**config.mk**
```make
export PLATFORM = sky130hd
export DESIGN_NAME = dbpf_front
export DESIGN_NICKNAME = d
export VERILOG_FILES = /design/src/rtl/dbpf_pkg.sv /design/src/rtl/dbpf_front.sv
export SDC_FILE = /design/constraint.sdc
export NUM_CORES = 1
export LEC_CHECK = 0
export BUFFER_PORTS_ARGS = -buffer_cell sky130_fd_sc_hd__clkbuf_2
export CORE_UTILIZATION = 29
export CTS_BUF_LIST = sky130_fd_sc_hd__clkbuf_8
export DETAILED_ROUTE_END_ITERATION = 10
export PLACE_DENSITY = 0.88
export SYNTH_ARGS = -nofsm -noshare
export SYNTH_HDL_FRONTEND = slang
export SYNTH_SLANG_ARGS = --single-unit
```
**constraint.sdc**
```tcl
create_clock -name clk -period 1.5 [get_ports clk]
set_clock_uncertainty 0.1 [all_clocks]
set_input_delay 0.3 -clock clk [delete_from_list [all_inputs] [get_ports clk]]
set_output_delay 0.3 -clock clk [all_outputs]
set_load 0.02 [all_outputs]
```
**src/rtl/dbpf_pkg.sv**
```systemverilog
// ----------------------------------------------------------------------------
// dbpf_pkg
// Shared types and constants of the distance band pair finder.
// ----------------------------------------------------------------------------
`default_nettype none

package dbpf_pkg;

  // Default store capacity
  localparam int MAX_POINTS_DEF = 64;

  // Fixed field widths
  localparam int IDX_W     = 6;
  localparam int COORD_W   = 16;
  localparam int DIST_W    = 16;
  localparam int CFG_IDX_W = 2;

  // Configuration register indexes
  localparam logic [CFG_IDX_W-1:0] CFG_MIN_DISTANCE = 2'd0;
  localparam logic [CFG_IDX_W-1:0] CFG_MAX_DISTANCE = 2'd1;

  // Squared bounds after reset: 0 and 65535^2
  localparam logic [2*DIST_W-1:0] LO2_RESET = 32'h0000_0000;
  localparam logic [2*DIST_W-1:0] HI2_RESET = 32'hFFFE_0001;

  // Queue depths
  localparam int CMD_DEPTH = 2;
  localparam int OUT_DEPTH = 8;

  // Classified point handed from front end to back end
  typedef struct packed {
    logic                      full;
    logic [IDX_W-1:0]          index;
    logic signed [COORD_W-1:0] x;
    logic signed [COORD_W-1:0] y;
    logic signed [COORD_W-1:0] z;
  } cmd_t;

  // One result transaction
  typedef struct packed {
    logic [IDX_W-1:0] first_index;
    logic [IDX_W-1:0] second_index;
    logic             status;
    logic             last;
  } res_t;

  // Back end sequencer
  typedef enum logic [1:0] {
    BK_IDLE,
    BK_RUN,
    BK_DRAIN
  } back_state_t;

endpackage

`default_nettype wire

```
**src/rtl/dbpf_front.sv**
```systemverilog
// ----------------------------------------------------------------------------
// dbpf_front
// Accepts points, tracks the fill count and classifies each point as stored
// at a given index or dropped because the store is full.
// ----------------------------------------------------------------------------
`default_nettype none

module dbpf_front
  import dbpf_pkg::*;
#(
  parameter int MAX_POINTS = MAX_POINTS_DEF
) (
  input  wire logic                      clk,
  input  wire logic                      rst,
  input  wire logic                      pt_valid,
  output logic                           pt_stall,
  input  wire logic                      restart,
  input  wire logic signed [COORD_W-1:0] x_coord,
  input  wire logic signed [COORD_W-1:0] y_coord,
  input  wire logic signed [COORD_W-1:0] z_coord,
  output logic                           q_valid,
  input  wire logic                      q_ready,
  output cmd_t                           q_data
);

  localparam int CW = $clog2(MAX_POINTS + 1);

  logic [CW-1:0] count;
  logic [CW-1:0] count_eff;
  logic          full;
  logic          accept;

  // classification
  assign count_eff = restart ? '0 : count;
  assign full      = (count_eff == CW'(MAX_POINTS));
  assign accept    = pt_valid && !pt_stall;

  assign pt_stall      = !q_ready;
  assign q_valid       = pt_valid;
  assign q_data.full   = full;
  assign q_data.index  = IDX_W'(count_eff);
  assign q_data.x      = x_coord;
  assign q_data.y      = y_coord;
  assign q_data.z      = z_coord;

  // fill count; a dropped point leaves it as is
  always_ff @(posedge clk) begin
    if (rst) begin
      count <= '0;
    end else if (accept) begin
      count <= full ? count_eff : count_eff + CW'(1);
    end
  end

endmodule

`default_nettype wire

```
==> Word-level counts from Yosys, hierarchy flattened <==
Index checks and enable logic that the tools add are counted.
{ "totals": {"register_bits": 7, "in_bits": 53, "word_cells": 7} }
{ "classes": {"n_addsub": 1, "eq_ne": 1, "muxes": 2, "n_reduce_logical": 2} }
{ "op_table": {"columns": ["cell", "n"], "rows": [
  ["2-to-1 mux 7 bit", 2],
  ["adder 7 x 1 -> 7 bit (second input constant)", 1],
  ["equality test 7 bit (second input constant)", 1],
  ["logical AND 1 bit", 1],
  ["zero test 1 bit", 1]
]} }

==> Depth between registers and ports, before layout <==
{ "depth": {"ltp_word": 3, "mapped_depth": 5} }

==> Worst setup path before layout <==
Ideal clock, no wire load.
{ "synth_timing": {"path_type": "flip-flop to output port", "from": "register count[0]", "to": "output port q_data[54] in the netlist's numbering", "arrival_time_ns": 1.137, "t_required_ns": 1.100, "slack_ns": -0.037, "stages_incl_launch_ff": 5, "n_path_buf": 2, "cell_sequence": "dfxtp_1 -> buf_6 -> nor4b_1 -> and2_1 -> buf_4"} }
{ "synth_via": {"elab_chain_len": 2} }
{ "synth_rtl": {"columns": ["item", "line", "text"], "rows": [
  ["from (decl)", "dbpf_front.sv:28", "logic [CW-1:0] count;"],
  ["from (signal assigned)", "dbpf_front.sv:51", "count <= full ? count_eff : count_eff + CW'(1);"],
  ["2-to-1 mux 7 bit", "dbpf_front.sv:34", "assign count_eff = restart ? '0 : count;"],
  ["equality test 7 bit", "dbpf_front.sv:35", "assign full = (count_eff == CW'(MAX_POINTS));"],
  ["to (decl)", "dbpf_front.sv:23", "output cmd_t q_data"]
]} }
No other way between the ends.

==> impl_results.md <==
- Largest net degree at the start of global routing: 13
- Unique cell type count in the Yosys netlist: 27
- Max VDD drop: 0.400 mV
- Synthesized Nets: 162
- Pwr dens: 669 mW/mm²
- Reg2reg path depth: 4
- Congestion Overflow GR: 0
- Vias/cell: 5.01
- Antenna violations before repair: 0
- Most frequent cell after synthesis: buf_4
- Setup_tns: -0.0744 ns
- Vias in the first global route: 548
- Top reg by flops: count
- First-pass GRT wire length: 2480 µm
- Fmax: 639 MHz
- Hold path cells: 2
- Hold_buf cts: 0
- Top flop regs: count: 7 flops
- Vias post-DR: 581
- Compound-cell area share of the yosys netlist: 13.5%
- DRT Pass-1 Iters: 4
- Synth Flop Type: dfxtp_1
- Routed len/inst: 13.7 µm
- Layout cells sized above 1: 51.8%
- CP Cell Sequence: nor4_4, and2_4, buf_8
- Slew Viols, Final: 0
- Crit path kind: register to output port
- Crit path DAT: 1.17 ns
- Worst slew pin tran: 0.236 ns
- Final worst slack: -0.0654 ns
- Share of the synthesized area in the top cell type: 44.4%
- Die W: 56.0 µm
- # H-tree levels: 1
- CTS tree: built
- Hold/Removal Path Class: input pin to register
- Syn Inst Count: 109
- Clk buf depth: 2
- Slew headroom: 84.2%
- Final-report setup violation count: 2
- Worst-path clk slew: 0.04 ns
- Clock sink count: 7
- Unrepaired setup endpoints after global routing: true
- First DRT Iteration DRCs: 30
- CP startpoint kind: register
- Reg2reg end: count[5]$_SDFFE_PP0P_
- Flop-to-flop setup slack: 0.06 ns
- Syn avg cell area: 7.76 µm²
- Number of flops mapped to enable cells by yosys: 0
- Register area share after synthesis: 16.6%
- WL final: 1590 µm
- Mapped cell area: 846 µm²
- # IOs: 110
- Design Power: 0.518 mW
- CP max-delay cell: dfxtp_4
- Die Y: 56.0 µm
- CP peak stage delay: 0.34 ns
- I/O Buffers: 13
- Global placer's final weighted congestion: 0.711
- # Max-Cap Violations: 0
- CP Capture Type: output port
- Run status: finished with violations
- Critical Path RT: 1.10 ns
- Failing checks: negative setup slack
- Diode count: 0
- Clock Latency Late Sink: 0.23 ns
- Max reg flops: 7
- Synth Area in XOR/XNOR: 0%
- Asr flop ratio synth: 0%
- Largest family of logic cells by synthesized area: buffers and inverters
- Hold Path Origin: rst
- Pleak: 0.310 nW
- Number of synthesized register bits: 7
- Area contributors post-synth: buf_4 (44%), dfxtp_1 (17%), nor2b_1 (4.4%)
- Synth-to-layout area growth: -8.43%
- Synth area leader: buf_4
- CP max FO: 2
- Post-DP HPWL: 1010 µm
- Post-synthesis mux area share: 0%
- Remaining antenna violation count: 0
- Root Driver: clkbuf_8
- Hold Violations, Final: 0
- Core region area: 0.00276 mm²
- Worst R2R Start: count[2]$_SDFFE_PP0P_
- Post-synthesis simple-gate area fraction: 20.9%
- # rows: 19
- Area of the die: 0.00314 mm²
- Most frequent cells after synthesis: buf_4 (50), a21oi_1 (7), dfxtp_1 (7)
- Final period utilization: 104%
- Hold Path End: count[5]$_SDFFE_PP0P_
- Num CTS Buffers: 3
- Post-layout minimum cycle time: 1.57 ns
- Post-Synth Adder-Cell Area: 0%
- Final net count: 139
- Fin Hold WS: 0.240 ns
- Synth warn: 0
- Detailed-route DRC error count: 0
- Initial Util: 30.7%
- GRT Util Overall: 10.5%
[power breakdown]
part	switching [mW]	total, mW	internal (mW)
clock network	0.0899	0.267	0.178
registers	0.00447	0.189	0.184
logic	0.0374	0.0621	0.0247
total	0.132	0.518	0.387
[critical path, delay by kind of cell, from the launching register on]
family	cells	cell delay, ns
and+or+nand+nor	2	0.49
DFF	1	0.34
buffers and inverters	1	0.10
[cell type report]
type / count / area (µm²)
clock buffer: 3 / 41.3
clock inverter: 1 / 3.75
fill: 290 / 1980
inverter: 1 / 3.75
multi-input combinational: 46 / 339
sequential: 7 / 155
tap: 31 / 38.8
timing repair buffer: 27 / 193
[logic make-up after synthesis]
kind of cell / count (synthesis)
compound gates: 19
buf+inv: 56
flops: 7
simple gates: 27
[timing repair]
action                                 in CTS  in global routing
buffers inserted                            4                  1
endpoints found under the hold margin       0                  0
pin swaps                                   2                  2
resized for setup                           9                 16
setup endpoints to repair                   1                  6
[layer usage]
layer / global-route usage, % / part of all wire, % / vias up
li1: - / - / 273
met1: 10.6 / 37 / 269
met2: 16.0 / 49 / 26
met3: 4.88 / 9.4 / 13
met4: 9.41 / 4.3 / 0
met5: 0 / 0 / -
[metrics by stage]
step                area [µm²]  setup WS [ns]  cells  utilization [%]
floorplan                  852        0.00301    109                -
finish                     774        -0.0654    116             28.1
detailed placement         612         0.0646    107             22.2
global placement           612          0.106    107             22.2
CTS                        726        -0.0550    115             26.3
global route               774         -0.125    116             28.1
[worst max path at each step]
stage | endpoint | startpoint | cells past startpoint
6_report | q_data[54] | count[2]$_SDFFE_PP0P_ | 3
3_3_place_gp | count[1]$_SDFFE_PP0P_ | restart | 4
3_5_place_dp | count[6]$_SDFFE_PP0P_ | count[3]$_SDFFE_PP0P_ | 3
5_1_grt | q_data[54] | count[2]$_SDFFE_PP0P_ | 3
2_1_floorplan | q_data[54] | count[1]$_SDFFE_PP0P_ | 4
4_1_cts | q_data[54] | count[4]$_SDFFE_PP0P_ | 3
[layout by cell type, fill, tap and decap left out, types with 2 or more instances in the layout]
cell type and count:
buf_4 14, nor2b_1 6, a41oi_1 2, nor2_1 2, a31oi_1 2, a21oi_1 6, dfxtp_4 3, dfxtp_2 3
o21ai_0 4, clkbuf_2 10, nand3_1 3, nand2_1 3, or4_1 3, clkbuf_8 3, inv_1 2, or4b_1 2
buf_6 2
Power figures use the tool's default switching activity.
