**src/rtl/dbpf_pkg.sv**
```systemverilog
// ----------------------------------------------------------------------------
// dbpf_pkg
// Shared types and constants of the distance band pair finder.
// ----------------------------------------------------------------------------
`default_nettype none

package dbpf_pkg;

  // Default store capacity
  localparam int MAX_POINTS_DEF = 64;

  // Fixed field widths
  localparam int IDX_W     = 6;
  localparam int COORD_W   = 16;
  localparam int DIST_W    = 16;
  localparam int CFG_IDX_W = 2;

  // Configuration register indexes
  localparam logic [CFG_IDX_W-1:0] CFG_MIN_DISTANCE = 2'd0;
  localparam logic [CFG_IDX_W-1:0] CFG_MAX_DISTANCE = 2'd1;

  // Squared bounds after reset: 0 and 65535^2
  localparam logic [2*DIST_W-1:0] LO2_RESET = 32'h0000_0000;
  localparam logic [2*DIST_W-1:0] HI2_RESET = 32'hFFFE_0001;

  // Queue depths
  localparam int CMD_DEPTH = 2;
  localparam int OUT_DEPTH = 8;

  // Classified point handed from front end to back end
  typedef struct packed {
    logic                      full;
    logic [IDX_W-1:0]          index;
    logic signed [COORD_W-1:0] x;
    logic signed [COORD_W-1:0] y;
    logic signed [COORD_W-1:0] z;
  } cmd_t;

  // One result transaction
  typedef struct packed {
    logic [IDX_W-1:0] first_index;
    logic [IDX_W-1:0] second_index;
    logic             status;
    logic             last;
  } res_t;

  // Back end sequencer
  typedef enum logic [1:0] {
    BK_IDLE,
    BK_RUN,
    BK_DRAIN
  } back_state_t;

endpackage

`default_nettype wire

```
**src/rtl/dbpf_cmd_queue.sv**
```systemverilog
// ----------------------------------------------------------------------------
// dbpf_cmd_queue
// Short queue of classified points between front end and back end.
// ----------------------------------------------------------------------------
`default_nettype none

module dbpf_cmd_queue
  import dbpf_pkg::*;
(
  input  wire logic clk,
  input  wire logic rst,
  input  wire logic push_valid,
  output logic      push_ready,
  input  cmd_t      push_data,
  output logic      pop_valid,
  input  wire logic pop_ready,
  output cmd_t      pop_data
);

  localparam int PW = (CMD_DEPTH > 1) ? $clog2(CMD_DEPTH) : 1;
  localparam int CW = $clog2(CMD_DEPTH + 1);

  cmd_t          entries [CMD_DEPTH];
  logic [PW-1:0] wptr;
  logic [PW-1:0] rptr;
  logic [CW-1:0] count;
  logic          do_push;
  logic          do_pop;

  assign push_ready = (count != CW'(CMD_DEPTH));
  assign pop_valid  = (count != '0);
  assign pop_data   = entries[rptr];
  assign do_push    = push_valid && push_ready;
  assign do_pop     = pop_valid && pop_ready;

  // pointers and fill count
  always_ff @(posedge clk) begin
    if (rst) begin
      wptr  <= '0;
      rptr  <= '0;
      count <= '0;
    end else begin
      if (do_push) begin
        wptr <= (wptr == PW'(CMD_DEPTH - 1)) ? '0 : wptr + PW'(1);
      end
      if (do_pop) begin
        rptr <= (rptr == PW'(CMD_DEPTH - 1)) ? '0 : rptr + PW'(1);
      end
      case ({do_push, do_pop})
        2'b10:   count <= count + CW'(1);
        2'b01:   count <= count - CW'(1);
        default: count <= count;
      endcase
    end
  end

  // storage
  always_ff @(posedge clk) begin
    if (do_push) begin
      entries[wptr] <= push_data;
    end
  end

endmodule

`default_nettype wire

```
**config.mk**
```make
export PLATFORM = sky130hd
export DESIGN_NAME = dbpf_cmd_queue
export DESIGN_NICKNAME = d
export VERILOG_FILES = /design/src/rtl/dbpf_pkg.sv /design/src/rtl/dbpf_cmd_queue.sv
export SDC_FILE = /design/constraint.sdc
export NUM_CORES = 1
export LEC_CHECK = 0
export BUFFER_PORTS_ARGS = -buffer_cell sky130_fd_sc_hd__buf_2
export CAP_MARGIN = 25
export CORE_ASPECT_RATIO = 1.4
export CORE_MARGIN = 2
export CORE_UTILIZATION = 30
export CTS_BUF_LIST = sky130_fd_sc_hd__clkbuf_8
export CTS_CLUSTER_DIAMETER = 60
export DETAILED_ROUTE_END_ITERATION = 10
export GPL_ROUTABILITY_DRIVEN = 0
export PLACE_DENSITY = 0.51
export SETUP_SLACK_MARGIN = 0.5
export SYNTH_ARGS = -nofsm -noshare
export SYNTH_HDL_FRONTEND = slang
export SYNTH_SLANG_ARGS = --single-unit
```
**constraint.sdc**
```tcl
create_clock -name clk -period 2.2 [get_ports clk]
set_input_delay 0.22 -clock clk [delete_from_list [all_inputs] [get_ports clk]]
set_output_delay 0.22 -clock clk [all_outputs]
set_load 0.005 [all_outputs]
```
# Word level (Yosys, flattened, before mapping)
# Memory sizes are Yosys's and may differ from the RTL's. A register that Yosys moved wholly into a read port is not among the register bits.
# Index checks and enable logic that the tools add are counted.
dict set report word_totals {
  ff_bits 4
  latchBits 0
  ramBits 110
  mem_bits_ro 0
  output_inout_bits 57
  word_cells 22
  n_memories 1
}
# memory depth word_bits read_ports rd_clocked_by_memory_dff wr line_no
set memory_table {}
lappend memory_table {entries 2 55 1 1 1 dbpf_cmd_queue.sv:23} ;# cmd_t entries [CMD_DEPTH];
dict set report op_classes {
  addsub 4
  mul 0
  div_mod_pow 0
  magnitude_cmp 0
  eq_ne 3
  shifts 0
  mux 7
  bitwise 0
  reduce_logical 4
}
# cell count
set ops {}
lappend ops {{1-bit 2-to-1 mux} 6}
lappend ops {{2-bit one-hot mux with 2 select lines} 1}
lappend ops {{2-bit nonzero test} 2}
lappend ops {{1-bit adder, second input constant} 2}
lappend ops {{2-bit by 1-bit adder with 2-bit output, second input constant} 1}
lappend ops {{2-bit by 1-bit equality test with 1-bit output, second input constant} 1}
lappend ops {{2-bit equality test, second input constant} 1}
lappend ops {{1-bit logical AND} 2}
lappend ops {{2-bit inequality test, second input constant} 1}
lappend ops {{2-bit by 1-bit subtractor with 2-bit output, second input constant} 1}

# Longest topological paths before layout
# Gate-level depths: netlist (run 1).
dict set report depth {
  word_depth 4
  ltp_mapped 6
  ltp_nobuf 6
}

# Worst setup path after synthesis (run 1)
# OpenSTA, ideal clock, no wires.
dict set report synth_path {
  kind {register to register}
  startpoint {register count[0]}
  endpoint {memory entries[1][0] in the netlist's numbering (enable)}
  setup_ns 0.419
  t_arrival_ns 1.961
  required_ns 1.781
  slack_ns -0.179
  stages_incl_launch_ff 3
  n_path_buf 0
  cell_sequence {dfxtp_1 nand2b_1 and3_1}
}
dict set report synth_between {
  elab_chain_cells 4
}
# item line_no
set synth_rtl {}
lappend synth_rtl {{from (decl)} dbpf_cmd_queue.sv:26} ;# logic [CW-1:0] count;
lappend synth_rtl {{from (signal assigned)} dbpf_cmd_queue.sv:50} ;# 2'b10: count <= count + CW'(1);
lappend synth_rtl {{from (signal assigned)} dbpf_cmd_queue.sv:51} ;# 2'b01: count <= count - CW'(1);
lappend synth_rtl {{from (signal assigned)} dbpf_cmd_queue.sv:52} ;# default: count <= count;
lappend synth_rtl {{2-bit inequality test} dbpf_cmd_queue.sv:30} ;# assign push_ready = (count != CW'(CMD_DEPTH));
lappend synth_rtl {{named net push_ready} dbpf_cmd_queue.sv:13} ;# output logic push_ready,
lappend synth_rtl {{1-bit logical AND} dbpf_cmd_queue.sv:33} ;# assign do_push = push_valid && push_ready;
lappend synth_rtl {{1-bit 2-to-1 mux} dbpf_cmd_queue.sv:59} ;# if (do_push) begin
lappend synth_rtl {{1-bit 2-to-1 mux (not written as such)} dbpf_cmd_queue.sv:60} ;# entries[wptr] <= push_data;
lappend synth_rtl {{to (decl)} dbpf_cmd_queue.sv:23}
# The timed path passes the listed nets, and every way through them passes these cells.

==> results by group, run 1 <==
Drt
  – Drt pass-1 iters: 4
  – DR iter-0 viols: between 60 and 70
  – WL/cell: 14.7 um
  – Vias post-DR: 2466
  – Final wirelength: ~8600 um
  – Antenna-violating nets left: 0
  – Vias/cell: 4.21
  – DRC: 0

Worst setup path
  – Critical path class: flop to output pin
  – Crit path max fanout: 13
  – Required @ worst endpoint: around 2 ns
  – Largest stage delay, worst path: between 0.4 and 0.5 ns
  – Worst path arrival time: 1.55 ns
  – CP max stage cell: dfxtp_4
  – Crit start category: flop
  – CP endpoint kind: output pin
  – CP Cell Sequence: clkbuf_16 > mux2_2 > buf_2

Timing
  – Final worst path period share: 0.802
  – Final hold violation count: 0
  – Clock Skew: between 0.01 and 0.015 ns
  – Final Max Slew Viols: 0
  – Measured slew at the worst slew-check pin: 0.407 ns
  – Top achievable clock speed: 566 MHz
  – RSZ-0062 raised after global routing: true
  – Setup TNS: 0 ns
  – # setup viols final: 0
  – Rel. slew slack: 0.728
  – Final Hold Slack: approximately 0.14 ns
  – Fin crit period: 1.77 ns

Power
  – Leak: 0.00229 uW
  – Maximum vdd drop: just over 0.5 mV
  – Power per cell area: 1090 nW/um^2

Floorplanning
  – Cell Rows: 51
  – Core ar.: 13800 um^2
  – Initial Util: 0.303
  – Die width: slightly above 100 um
  – Die area: 14900 um^2
  – # IOs: between 100 and 150
  – Die span in y: 144 um

Yosys
  – Seq/Total Area, Yosys: 0.815
  – Synth Cell Area: 4180 um^2
  – Post-synth ARST share: 0
  – Syn Area/Cell: 21.4 um^2
  – Post-synth cell types: 19
  – Syn Nets: 255
  – Post-synthesis cell count: 195
  – Synthesis-stage register bit count: 115
  – Post-synth EDFFs: 110
  – Synth Warn #: 0
  – Ys flop type: edfxtp_1

Min path
  – Worst Hold Class: primary input to flop

Finish
  – Area grow syn2layout: 45.8%
  – Fill count: 1289
  – Share of cells above drive strength 1: 0.538
  – Nets: 447

Global route
  – Initial antenna violation count: 1
  – Largest net degree at the start of global routing: 30
  – Overflow after GRT: 0
  – First-pass GRT wire length: 12900 um
  – GRT Util Overall: 0.116
  – Vias in the first global route: around 2600

Clock tree
  – Setup bufs post-CTS: 0
  – CTS tree: yes
  – Clock sink count: 115
  – Worst-path clk slew: 0.07 ns
  – Root cell of the clock tree: clkbuf_8
  – Clock Latency Late Sink: ~0.42 ns
  – Total CTS buffers: 17
  – Longest Clk Path Bufs: 2
  – H-tree Lvls: 4

Placed design
  – # port buffers: 115
  – Post-DP HPWL: 4960 um

Job
  – Max_cap viols: 0

Status
  – Outcome: finished, final reports clean
==> registers in the layout, indices dropped and copies added, names as in the netlist, named ones only <==
register  cells
wptr          1
count         2
entries     110
rptr          1
==> through the flow <==
stage / instances / cell area (um^2) / total power (uW) / util / setup WS (ns)
5_1_grt: 586 / 6090 / 6980 / 0.442 / 0.343
3_3_place_gp: 494 / 5020 / 4370 / 0.364 / 0.736
6_report: 586 / 6090 / 6630 / 0.442 / 0.435
2_1_floorplan: 195 / 4190 / 3760 / - / 0.386
3_5_place_dp: 494 / 5020 / 4400 / 0.364 / 0.710
4_1_cts: 584 / 6060 / 6700 / 0.440 / 0.370
==> Yosys cell counts (all sizes together) (2+ instances only) <==
master | instances | share of area
dfxtp | 5 | 0.024
a21oi | 2 | 0.0024
mux2 | 55 | 0.15
nor2 | 3 | 0.0027
buf | 6 | 0.0072
xnor2 | 2 | 0.0042
edfxtp | 110 | 0.79
==> worst max-delay path: cells and delay by family, from the launching register on <==
family / cells / cell delay [ns]
muxes: 1 / 0.33
DFF: 1 / 0.45
buffers and inverters: 2 / 0.34
==> cell families after synthesis <==
| logic type | after synthesis | synth area share |
|---|---|---|
| compound gates | 5 | 0.00779 |
| xor+xnor | 3 | 0.00629 |
| fa+ha+maj | 1 | 0.00300 |
| buf+inv | 7 | 0.00809 |
| flops | 115 | 0.815 |
| mux | 55 | 0.148 |
| simple gates | 9 | 0.0114 |
==> final timing paths <==
check	cells past startpoint	to	slack (ns)	startpoint
setup reg to reg	4	entries[0][31]	0.71	count[0]
hold / removal	3	wptr	0.14	push_valid
hold reg to reg	2	rptr	0.51	rptr
setup / recovery	3	pop_data[13]	0.43	flop
==> layout by cell type, fill, tap and decap left out, types with 2 or more instances in the layout <==
cell type / synthesis / routed
buf_2: 6 / 115
edfxtp_1: 110 / 110
dlygate4sd3_1: 0 / 56
mux2_2: 55 / 55
clkbuf_8: 0 / 17
bufinv_16: 0 / 4
clkinv_4: 0 / 4
clkinv_2: 0 / 4
buf_4: 0 / 4
nor2_1: 3 / 3
dfxtp_1: 5 / 3
clkinvlp_4: 0 / 2
xnor2_1: 2 / 2
a21oi_1: 2 / 2
clkinv_1: 0 / 2
buf_16: 0 / 2
==> power by group <==
part / switching, uW / internal (uW) / leakage, uW
Clock: 846 / 1220 / 0.000214
Combinational: 746 / 932 / 0.00100
Sequential: 113 / 2770 / 0.00107
==> area by class of cell <==
cell class,count,area (um^2),share of cell area
Sequential cell,115,3410,0.560
Timing Repair Buffer,179,1270,0.208
Multi-Input combinational cell,73,747,0.123
Clock buffer,17,234,0.0384
Tap cell,185,231,0.0380
Clock inverter,15,190,0.0312
Inverter,1,7.51,0.00123
Antenna cell,1,2.50,0.000411
==> timing repair <==
action / 4_1_cts / 5_1_grt
endpoints found under the hold margin: 113 / 0
resized for setup: 3 / 0
setup endpoints to repair: 55 / 55
hold buffers: 56 / 0
gates cloned: 2 / 1
==> per-layer routing <==
metal	routed length, um	share of wire	global-route usage	up-vias
met1	3500	0.41	0.119	1230
met5	0	0	0	-
li1	-	-	-	1162
met2	4620	0.53	0.213	63
met3	378	0.044	0.0404	11
met4	140	0.016	0.0576	0
No activity file was read; power rests on OpenSTA's default activity.
==> run 2, diff against run 1 <==
- clock period: 2.2 -> 1.57 ns (I/O delays scaled with it)
==> run 2 against run 1 <==
The run now ends with negative setup slack left. Non-clock buffer count is 35 higher. Combinational power up 140%. Sequential power increased by 40%. First-iteration DRC count fell by 13%. Routed wire length up 13%. Total power increased by 61%. Utilization rose by 7.2 points. Sequential share of layout area decreased by 7.8 points. Worst hold slack worse by 0.0097 ns. Register-to-register slack worse by 0.73 ns. Clock-buffer cell count did not move. Via count rose by 5.8%. Critical path type unchanged.
==> results by group, run 2 (synthesized netlist as in run 1, its figures left out) <==
Drt
  – DRC: 0 (unchanged)
  – WL/cell: 15.8 um (+7.1%)
  – Vias post-DR: 2610 (+5.8%)
  – Drt pass-1 iters: 4 (unchanged)
  – DR iter-0 viols: 54 (-13%)
  – Final wirelength: 9770 um (+13%)
  – Antenna-violating nets left: 0 (unchanged)
  – Vias/cell: 4.22 (+0.20%)

Global route
  – GRT Util Overall: 0.134 (+0.0173)
  – Largest net degree at the start of global routing: 30 (unchanged)
  – Vias in the first global route: 2803 (+7.7%)
  – Initial antenna violation count: 0 (-1)
  – Overflow after GRT: 0 (unchanged)
  – First-pass GRT wire length: 14700 um (+14%)

Floorplanning
  – Die span in y: 144 um (unchanged)
  – # IOs: 116 (unchanged)
  – Initial Util: 0.303 (unchanged)
  – Die area: 14900 um^2 (unchanged)
  – Cell Rows: 51 (unchanged)
  – Core ar.: 13800 um^2 (unchanged)
  – Die width: 104 um (unchanged)

Timing
  – Final hold violation count: 0 (unchanged)
  – Fin crit period: 1.68 ns
  – Final worst path period share: 1.07
  – RSZ-0062 raised after global routing: true
  – Rel. slew slack: 0.831 (+0.103)
  – Measured slew at the worst slew-check pin: 0.251 ns (-0.156 ns)
  – Top achievable clock speed: 596 MHz
  – # setup viols final: 76 (+76)
  – Post-route setup slack: -0.109 ns (-0.544 ns)
  – Clock Skew: 0.00983 ns (-0.000423 ns)
  – Final Max Slew Viols: 0 (unchanged)

Worst setup path
  – Worst path arrival time: 1.52 ns (-0.03 ns)
  – Worst R2R Setup Slack: -0.02 ns (-0.73 ns)
  – CP Cell Sequence: buf_12 > mux2_2 > buf_2
  – CP endpoint kind: output pin
  – CP delay by family, top: flip-flops
  – RR Endpoint: entries[0][54]
  – Crit start category: flop
  – Cells on worst reg2reg path: 7 (+3)
  – Reg2reg start: count[0]
  – CP max stage cell: dfxtp_4
  – Worst path bufs/invs: 2 (unchanged)
  – Crit path max fanout: 29 (+16)
  – Required @ worst endpoint: 1.41 ns (-0.57 ns)
  – Largest stage delay, worst path: 0.37 ns (-0.08 ns)
  – Critical path class: flop to output pin

Finish
  – Nets: 482 (+7.8%)
  – Largest registers: entries x110, count x2
  – Most common cell after layout, fill and taps aside: edfxtp_1
  – Multi-input logic area: 927 um^2 (+24%)
  – Fill count: 1183 (-8.2%)
  – Max reg flops: 110 (unchanged)
  – Area grow syn2layout: 69.6%
  – Share of cells above drive strength 1: 0.592 (+0.0547)
  – Ant diodes: 0 (-1)
  – Final Cell Area: 7080 um^2 (+16%)
  – Seq. cell area: 3410 um^2 (+0.18%)
  – Largest register by flop count: entries
  – Commonest non-fill, non-tap cells in the layout: edfxtp_1, buf_2, dlygate4sd3_1

Placed design
  – Post-DP HPWL: 5130 um (+3.4%)
  – Placed instance area: 5160 um^2 (+2.8%)
  – # port buffers: 115 (unchanged)
  – Worst slack at placement: 0.103 ns (-0.607 ns)

Status
  – Failing checks: negative setup slack
  – Outcome: finished with violations

Power
  – Logic pwr share: 0.372 (+0.119)
  – Leak: 0.00274 uW (+20%)
  – Maximum vdd drop: 0.698 mV (+35%)
  – Switching share of power: 0.254 (-0.00268)
  – Net load switching power: 2710 uW (+59%)
  – Reg power frac: 0.379 (-0.056)
  – Pwr Total: 10700 uW (+61%)
  – Int Pwr: 7940 uW (+61%)
  – Clock power frac: 0.250 (-0.062)
  – Power per cell area: 1500 nW/um^2 (+38%)

Job
  – Max_cap viols: 0 (unchanged)

Min path
  – Worst Hold Class: primary input to flop
  – Worst Hold Launch: push_valid
  – Hold-critical path depth: 3 (unchanged)
  – Hold Path Sink: wptr

Clock tree
  – Total CTS buffers: 17 (unchanged)
  – Root cell of the clock tree: clkbuf_8
  – Longest Clk Path Bufs: 2 (unchanged)
  – Worst-path clk slew: 0.06 ns (about the same)
  – Clock Latency Late Sink: 0.42 ns (about the same)
  – H-tree Lvls: 4 (unchanged)
  – Clock sink count: 115 (unchanged)
  – CTS tree: yes
[run 2: cell types whose count changed in the layout (fill, tap and decap cells not counted), sizes merged]
| cell | before | now |
|---|---|---|
| buf | 122 | 156 |
| diode | 1 | 0 |
| inv | 0 | 2 |
| clkinv | 10 | 6 |
| bufinv | 4 | 3 |
| clkinvlp | 2 | 4 |
| clkbuf | 18 | 19 |
[run 2: worst register-to-register path, stage by stage (launching register included)]
cell	delay, ns
dfxtp_4	0.34
nand2b_4	0.15
buf_6	0.12
nand3b_1	0.15
clkinvlp_4	0.18
buf_12	0.16
buf_12	0.12
buf_16	0.13
[run 2: timing repair]
item                                    in CTS  in global routing
endpoints found under the hold margin      115                  0
pin swaps                                   10                  6
buffers inserted                            21                  3
cloned                                      11                  2
endpoints found under the setup margin     169                172
hold buffers                                56                  0
resized for setup                           60                 18
[run 2: power by group through the flow]
stage / clock network [uW] / registers [uW] / logic [uW]
5_1_grt: 2880 / 4070 / 4230
2_1_floorplan: 0 / 4040 / 1470
3_3_place_gp: 0 / 4060 / 2330
4_1_cts: 2770 / 4030 / 3670
3_5_place_dp: 0 / 4080 / 2340
6_report: 2660 / 4030 / 3960
[run 2: worst max path at each step]
stage	startpoint	to	slack, ns	cells after the start
2_1_floorplan	count[0]	entries[0][0]	-0.24	3
3_3_place_gp	count[0]	count[1]	0.16	4
3_5_place_dp	count[0]	count[1]	0.10	5
4_1_cts	flop	pop_data[10]	-0.15	3
5_1_grt	flop	pop_data[10]	-0.18	3
6_report	flop	pop_data[10]	-0.11	3
[run 2: routing by layer]
| layer | share of wire | GRT usage | wire length, um |
|---|---|---|---|
| met4 | 0.024 | 0.0733 | 231 |
| met1 | 0.37 | 0.141 | 3650 |
| met3 | 0.037 | 0.0363 | 359 |
| met2 | 0.57 | 0.244 | 5520 |
| met5 | 0 | 0 | 0 |
[run 2: area by class of cell]
cell class / count / area share
flip-flops and latches: 115 / 0.482
repair buffers: 214 / 0.299
multi-input cells: 73 / 0.131
clock buffers: 17 / 0.0330
well taps: 185 / 0.0327
clock inverters: 14 / 0.0209
inverters: 1 / 0.00106
[run 2: metrics by stage]
stage | cells | hold WS, ns | utilization | TNS, ns
global placement | 495 | 0.344 | 0.374 | 0
floorplan | 195 | 0.219 | - | -19.26
detailed placement | 495 | 0.348 | 0.374 | 0
global route | 619 | 0.118 | 0.514 | -9.97
CTS | 614 | 0.0788 | 0.501 | -6.26
finish | 619 | 0.128 | 0.514 | -4.79
